File: config.mk
export PLATFORM = sky130hd
export DESIGN_NAME = rmq_ctrl
export DESIGN_NICKNAME = d
export VERILOG_FILES = /design/src/rtl/rmq_pkg.sv /design/src/rtl/rmq_ctrl.sv
export SDC_FILE = /design/constraint.sdc
export NUM_CORES = 1
export LEC_CHECK = 0
export ABC_AREA = 0
export BUFFER_PORTS_ARGS = -buffer_cell sky130_fd_sc_hd__buf_4
export CORE_AREA = 2 2 39 41
export CTS_CLUSTER_DIAMETER = 80
export CTS_CLUSTER_SIZE = 8
export DETAILED_ROUTE_END_ITERATION = 10
export DIE_AREA = 0 0 41 43
export HOLD_SLACK_MARGIN = 0.02
export PLACE_DENSITY_LB_ADDON = 0.12
export SYNTH_ARGS = -nofsm -noshare
export SYNTH_HDL_FRONTEND = slang
export SYNTH_SLANG_ARGS = --single-unit
File: constraint.sdc
create_clock -name clk -period 1.5 [get_ports clk]
set_clock_uncertainty 0.2 [all_clocks]
set_input_delay 0.3 -clock clk [delete_from_list [all_inputs] [get_ports clk]]
set_output_delay 0.3 -clock clk [all_outputs]
set_load 0.01 [all_outputs]
File: src/rtl/rmq_pkg.sv
// Shared types and constants for the range majority query block.
package rmq_pkg;

    localparam int DEPTH   = 1024;
    localparam int ADDR_W  = $clog2(DEPTH);
    localparam int DATA_W  = 32;
    localparam int LEN_W   = 11;
    localparam int CNT_W   = ADDR_W + 1;

    localparam logic [LEN_W-1:0] DEPTH_LIMIT        = LEN_W'(DEPTH);
    localparam logic [LEN_W-1:0] ARRAY_LENGTH_RESET = LEN_W'(1024);

    localparam logic CMD_LOAD  = 1'b0;
    localparam logic CMD_QUERY = 1'b1;

    typedef struct packed {
        logic                     cmd;
        logic [ADDR_W-1:0]        address;
        logic signed [DATA_W-1:0] value;
        logic [ADDR_W-1:0]        left;
        logic [ADDR_W-1:0]        right;
    } in_item_t;

    typedef struct packed {
        logic signed [DATA_W-1:0] majority_value;
        logic                     has_majority;
        logic                     out_of_range;
    } out_item_t;

    typedef enum logic [2:0] {
        ST_IDLE,
        ST_VOTE,
        ST_VOTE_END,
        ST_COUNT,
        ST_COUNT_END,
        ST_FINISH
    } state_t;

    // controller to datapath
    typedef struct packed {
        logic load_write;
        logic query_latch;
        logic issue;
        logic rewind;
        logic count_mode;
        logic load_result;
    } dp_cmd_t;

    // datapath to controller
    typedef struct packed {
        logic idx_at_hi;
        logic query_oor;
    } dp_status_t;

endpackage

File: src/rtl/rmq_ctrl.sv
// Controller: sequences the vote pass, the count pass and the result transfer.
module rmq_ctrl (
    input  logic                clk,
    input  logic                rst_n,
    input  logic                in_valid,
    input  logic                in_cmd,
    output logic                in_stall,
    output logic                out_valid,
    input  logic                out_stall,
    input  rmq_pkg::dp_status_t status,
    output rmq_pkg::dp_cmd_t    cmd
);

    rmq_pkg::state_t state_reg, state_next;
    logic            out_valid_reg, out_valid_next;
    logic            accept;
    logic            out_free;

    assign accept   = in_valid && (state_reg == rmq_pkg::ST_IDLE);
    assign out_free = !out_valid_reg || !out_stall;

    // next state
    always_comb
    begin
        state_next = state_reg;
        case (state_reg)
            rmq_pkg::ST_IDLE:
            begin
                if (accept && (in_cmd == rmq_pkg::CMD_QUERY))
                begin
                    state_next = status.query_oor ? rmq_pkg::ST_FINISH : rmq_pkg::ST_VOTE;
                end
            end
            rmq_pkg::ST_VOTE:
            begin
                if (status.idx_at_hi)
                begin
                    state_next = rmq_pkg::ST_VOTE_END;
                end
            end
            rmq_pkg::ST_VOTE_END:
            begin
                state_next = rmq_pkg::ST_COUNT;
            end
            rmq_pkg::ST_COUNT:
            begin
                if (status.idx_at_hi)
                begin
                    state_next = rmq_pkg::ST_COUNT_END;
                end
            end
            rmq_pkg::ST_COUNT_END:
            begin
                state_next = rmq_pkg::ST_FINISH;
            end
            rmq_pkg::ST_FINISH:
            begin
                if (out_free)
                begin
                    state_next = rmq_pkg::ST_IDLE;
                end
            end
            default:
            begin
                state_next = rmq_pkg::ST_IDLE;
            end
        endcase
    end

    // outputs
    always_comb
    begin
        cmd            = '0;
        in_stall       = 1'b1;
        out_valid_next = out_valid_reg && out_stall;
        case (state_reg)
            rmq_pkg::ST_IDLE:
            begin
                in_stall        = 1'b0;
                cmd.load_write  = accept && (in_cmd == rmq_pkg::CMD_LOAD);
                cmd.query_latch = accept && (in_cmd == rmq_pkg::CMD_QUERY);
            end
            rmq_pkg::ST_VOTE:
            begin
                cmd.issue = 1'b1;
            end
            rmq_pkg::ST_VOTE_END:
            begin
                cmd.rewind = 1'b1;
            end
            rmq_pkg::ST_COUNT:
            begin
                cmd.issue      = 1'b1;
                cmd.count_mode = 1'b1;
            end
            rmq_pkg::ST_COUNT_END:
            begin
                cmd.count_mode = 1'b1;
            end
            rmq_pkg::ST_FINISH:
            begin
                cmd.load_result = out_free;
                if (out_free)
                begin
                    out_valid_next = 1'b1;
                end
            end
            default:
            begin
                cmd = '0;
            end
        endcase
    end

    always_ff @(posedge clk or negedge rst_n)
    begin
        if (!rst_n)
        begin
            state_reg     <= rmq_pkg::ST_IDLE;
            out_valid_reg <= 1'b0;
        end
        else
        begin
            state_reg     <= state_next;
            out_valid_reg <= out_valid_next;
        end
    end

    assign out_valid = out_valid_reg;

endmodule

; ---- After elaboration in Yosys (flattened, before gate mapping)
; Cells that the tools add are included.
[totals]
input_bits = 7
out_inout_bits = 8
word_cells = 37
reg_bits = 4
[op_classes]
n_reduce_logical = 11
n_bitwise = 1
n_eq_ne = 9
mux = 14
[op_table]
columns = cell, count
row1 = $pmux W3 S6, 1
row2 = $mux W3, 5
row3 = $mux W1, 7
row4 = $eq A3 B2 Y1 const B, 2
row5 = $eq A3 B3 Y1 const B, 2
row6 = $ne A2 B2 Y1 const B, 3
row7 = $logic_and A1 B1 Y1, 4
row8 = $reduce_and A4 Y1, 1
row9 = $reduce_or A2 Y1, 2
row10 = $eq A3 B1 Y1 const B, 1
row11 = $logic_not A3 Y1, 1
row12 = $logic_not A1 Y1, 2
row13 = $mux W2, 1
row14 = $ne A2 B1 Y1 const B, 1
row15 = $logic_or A1 B1 Y1, 1
row16 = $not A1 Y1, 1

; ---- Longest topological paths before layout
[logic_depth]
ltp_word = 5
ltp_mapped = 4
ltp_nobuf = 3

; ---- Least setup slack after synthesis
; OpenSTA, ideal clock, no wires.
[synth_timing]
path_type = register to output
startpoint = reg state_reg[0]
endpoint = out cmd[5] (netlist bit)
path_slack_ns = 0.011
t_required_ns = 1.000
path_stages_with_launch = 5
arrival_time_ns = 0.989
cell_sequence = dfrtp_1 > buf_6 > nor2_2 > nand2_1 > nor3b_2
[synth_lines]
columns = element, line
row1 = from (decl), rmq_ctrl.sv:14  ; rmq_pkg::state_t state_reg, state_next;
row2 = from (signal assigned), rmq_ctrl.sv:119  ; state_reg <= rmq_pkg::ST_IDLE;
row3 = from (signal assigned), rmq_ctrl.sv:124  ; state_reg <= state_next;
row4 = to (decl), rmq_ctrl.sv:11  ; output rmq_pkg::dp_cmd_t cmd

==> metrics.md <==
| Metric | Value |
|---|---|
| Run status | `finished with violations` |
| Failing checks | `negative setup slack` |
| Fillcell total | `between 100 and 150` |
| Number of synthesized register bits | `4` |
| Worst reg2reg setup slack | `0.04 ns` |
| Final setup fails | `7` |
| Worst setup EP type | `output port` |
| Top cells by area, synth | `dfrtp_1 (41%), nand2_1 (14%), nor3b_2 (5.1%)` |
| Post-synthesis sequential area ratio | `40.61%` |
| IR drop worst, VDD | `647.9 uV` |
| Synth Warn # | `0` |
| Port Buffer Count | `14` |
| DR WL/cell | `10.22 um` |
| CTS tree | `done` |
| Sequential share of power | `19.3%` |
| Row count | `14` |
| Global Route Usage Sum | `10.38%` |
| Placer Congestion | `0.7682` |
| Crit path DAT | `1.15 ns` |
| HPWL Detailed | `approximately 530 um` |
| Gate count of the mapped netlist | `29` |
| DIE AREA | `1763 um^2` |
| Slew @ Worst Pin | `approximately 0.17 ns` |
| FMAX | `0.6058 GHz` |
| Worst slack, placed | `0.06280 ns` |
| Clock-pin slew on the worst setup and hold paths | `0.04 ns` |
| Static leakage | `between 0.2 and 0.3 nW` |
| Number of global-route vias before repair | `280` |
| Final hold violation count | `0` |
| Fin crit period | `1.651 ns` |
| Worst min-delay path startpoint | `out_stall` |
| Pint | `0.6953 mW` |
| Root buf cell | `clkbuf_4` |
| Worst min-delay path category | `in2reg` |
| Setup TNS | `-0.8277 ns` |
| Most frequent cells in the layout | `buf_4 (20), nand2_1 (8), dfrtp_1 (4)` |
| Die Height | `43 um` |
| Sink Count | `4` |
| Layout cell share with drive strength beyond 1 | `58.93%` |
| Startpoint Class | `register` |
| Mapped Area | `246.5 um^2` |
| Area Growth Syn to Fin | `104.1%` |
| Max reg flops | `3` |
| CTS Buffer Depth | `2` |
| Unrepaired setup endpoints after global routing | `yes` |
| Via density | `approximately 4.3` |
| Comb power frac | `68.7%` |
| P per Cell Area | `between 2000 and 2500 nW/um^2` |
| Total wire length | `736 um` |
| Global-route wire length before repair | `1.117 mm` |
| Worst skew pair latency | `0.23 ns` |
| Synth top area share | `40.61%` |
| Post-synth top area cell | `dfrtp_1` |
| Antenna Nets Post-Route | `0` |
| Via count | `roughly 310` |
| Capturing point of the worst reg2reg path | `state_reg[0]` |
| Crit path max fanout | `3` |
| Clk pwr share | `a little under an eighth` |
| Largest net degree at the start of global routing | `8` |
| Antenna violations before repair | `0` |
| Area of the multi-input gates | `142.6 um^2` |
| Hold Path Depth | `3` |
| Num CTS Buffers | `3` |
| DRT Pass-1 Iters | `4` |
| Ports | `15` |
| Hold Path End | `out_valid` |
| Htree depth | `1` |
| Max_cap viols | `0` |
| Fin crit share | `110.0%` |
| Post-synthesis cell type count | `16` |
| Final Net Count | `65` |
| RR Startpoint | `state_reg[1]` |
| Psw | `0.3960 mW` |
| Relative slew slack | `88.79%` |
| Final-report max-slew violation count | `0` |
| Global route overflow | `0` |
| Die W | `41 um` |
| Initial drt markers | `3` |
| FF/Latch Area | `100.1 um^2` |
| CP required | `1.00 ns` |
| Mapped Nets | `36` |
| Avg Cell Area, Syn | `8.500 um^2` |
| N_diodes | `0` |
| Kind of critical path | `reg2out` |
| Most common cell after layout, fill and taps aside | `buf_4` |
| Initial Utilization | `17.81%` |
| Core area | `roughly 1400 um^2` |
| # DRC | `0` |
| Final setup margin | `-0.1506 ns` |
| Sw frac | `36.28%` |
| Reg2reg path depth | `6` |
cells by family after synthesis:
logic type                Yosys count  synth area share, %
buffers and inverters               2                6.090
and+or+nand+nor                    17                35.03
xor gates and xnor gates            1                3.554
DFF                                 4                40.61
AOI/OAI and AO/OA                   5                14.72
cell type report:
type	count	share of cell area [%]
inverter	1	0.7463
multi-input combinational	23	28.36
tap	16	3.980
sequential	4	19.90
timing repair buffer	25	42.54
clock buffer	3	4.478
routing by layer:
layer	GRT usage (%)	vias up	wire length (um)
met4	14.00	0	22
met2	14.06	12	386
met3	2.094	2	46
met5	0	-	0
li1	-	152	-
met1	10.75	141	281
power groups by stage:
stage	combinational (mW)	clock (mW)	sequential, mW
4_1_cts	0.636	0.140	0.199
3_3_place_gp	0.533	0	0.195
3_5_place_dp	0.528	0	0.195
6_report	0.750	0.131	0.211
2_1_floorplan	0.270	0	0.210
5_1_grt	0.810	0.145	0.216
what timing repair did:
action,4_1_cts,5_1_grt
hold endpoints to repair,4,0
endpoints found under the setup margin,7,8
gates resized for setup,4,4
pin swaps,3,1
hold buffers,1,0
setup buffers,4,2
gates cloned,0,0
cell usage after synthesis:
cell type	count
nand2_1	9
dfrtp_1	4
nor2_1	3
a211o_1	1
a21oi_1	1
a221o_1	1
and2b_2	1
buf_6	1
inv_1	1
nand3b_1	1
nand4_1	1
nor2_2	1
nor3b_2	1
o211ai_1	1
o21ai_0	1
xor2_1	1
critical path, cell delays in order, from the launching register on:
cell and delay, ns:
dfrtp_1 0.41, nor2_4 0.14, nand2_2 0.08, nor3b_2 0.15
buf_4 0.14
how the worst max path moves through the flow:
| stage | from | to | slack, ns | depth (start not counted) |
|---|---|---|---|---|
| 2_1_floorplan | state_reg[0] | cmd[5] | 0.01 | 4 |
| 4_1_cts | state_reg[0] | cmd[5] | -0.15 | 4 |
| 3_3_place_gp | state_reg[1] | cmd[5] | 0.07 | 4 |
| 6_report | state_reg[1] | cmd[5] | -0.15 | 4 |
| 5_1_grt | state_reg[1] | cmd[5] | -0.21 | 4 |
| 3_5_place_dp | state_reg[1] | cmd[5] | 0.06 | 4 |
per-stage QoR:
step | cell area (um^2) | hold WS, ns | cells | power [mW] | utilization (%)
6_report | 503.0 | 0.1189 | 72 | 1.091 | 36.35
5_1_grt | 503.0 | 0.1471 | 72 | 1.170 | 36.35
4_1_cts | 459.2 | 0.1014 | 70 | 0.9746 | 33.18
3_5_place_dp | 390.4 | -0.1009 | 62 | 0.7230 | 28.21
3_3_place_gp | 390.4 | -0.09840 | 62 | 0.7280 | 28.21
2_1_floorplan | 246.5 | -0.1956 | 29 | 0.4798 | -
Note: power is estimated with default switching activity, not from simulation.
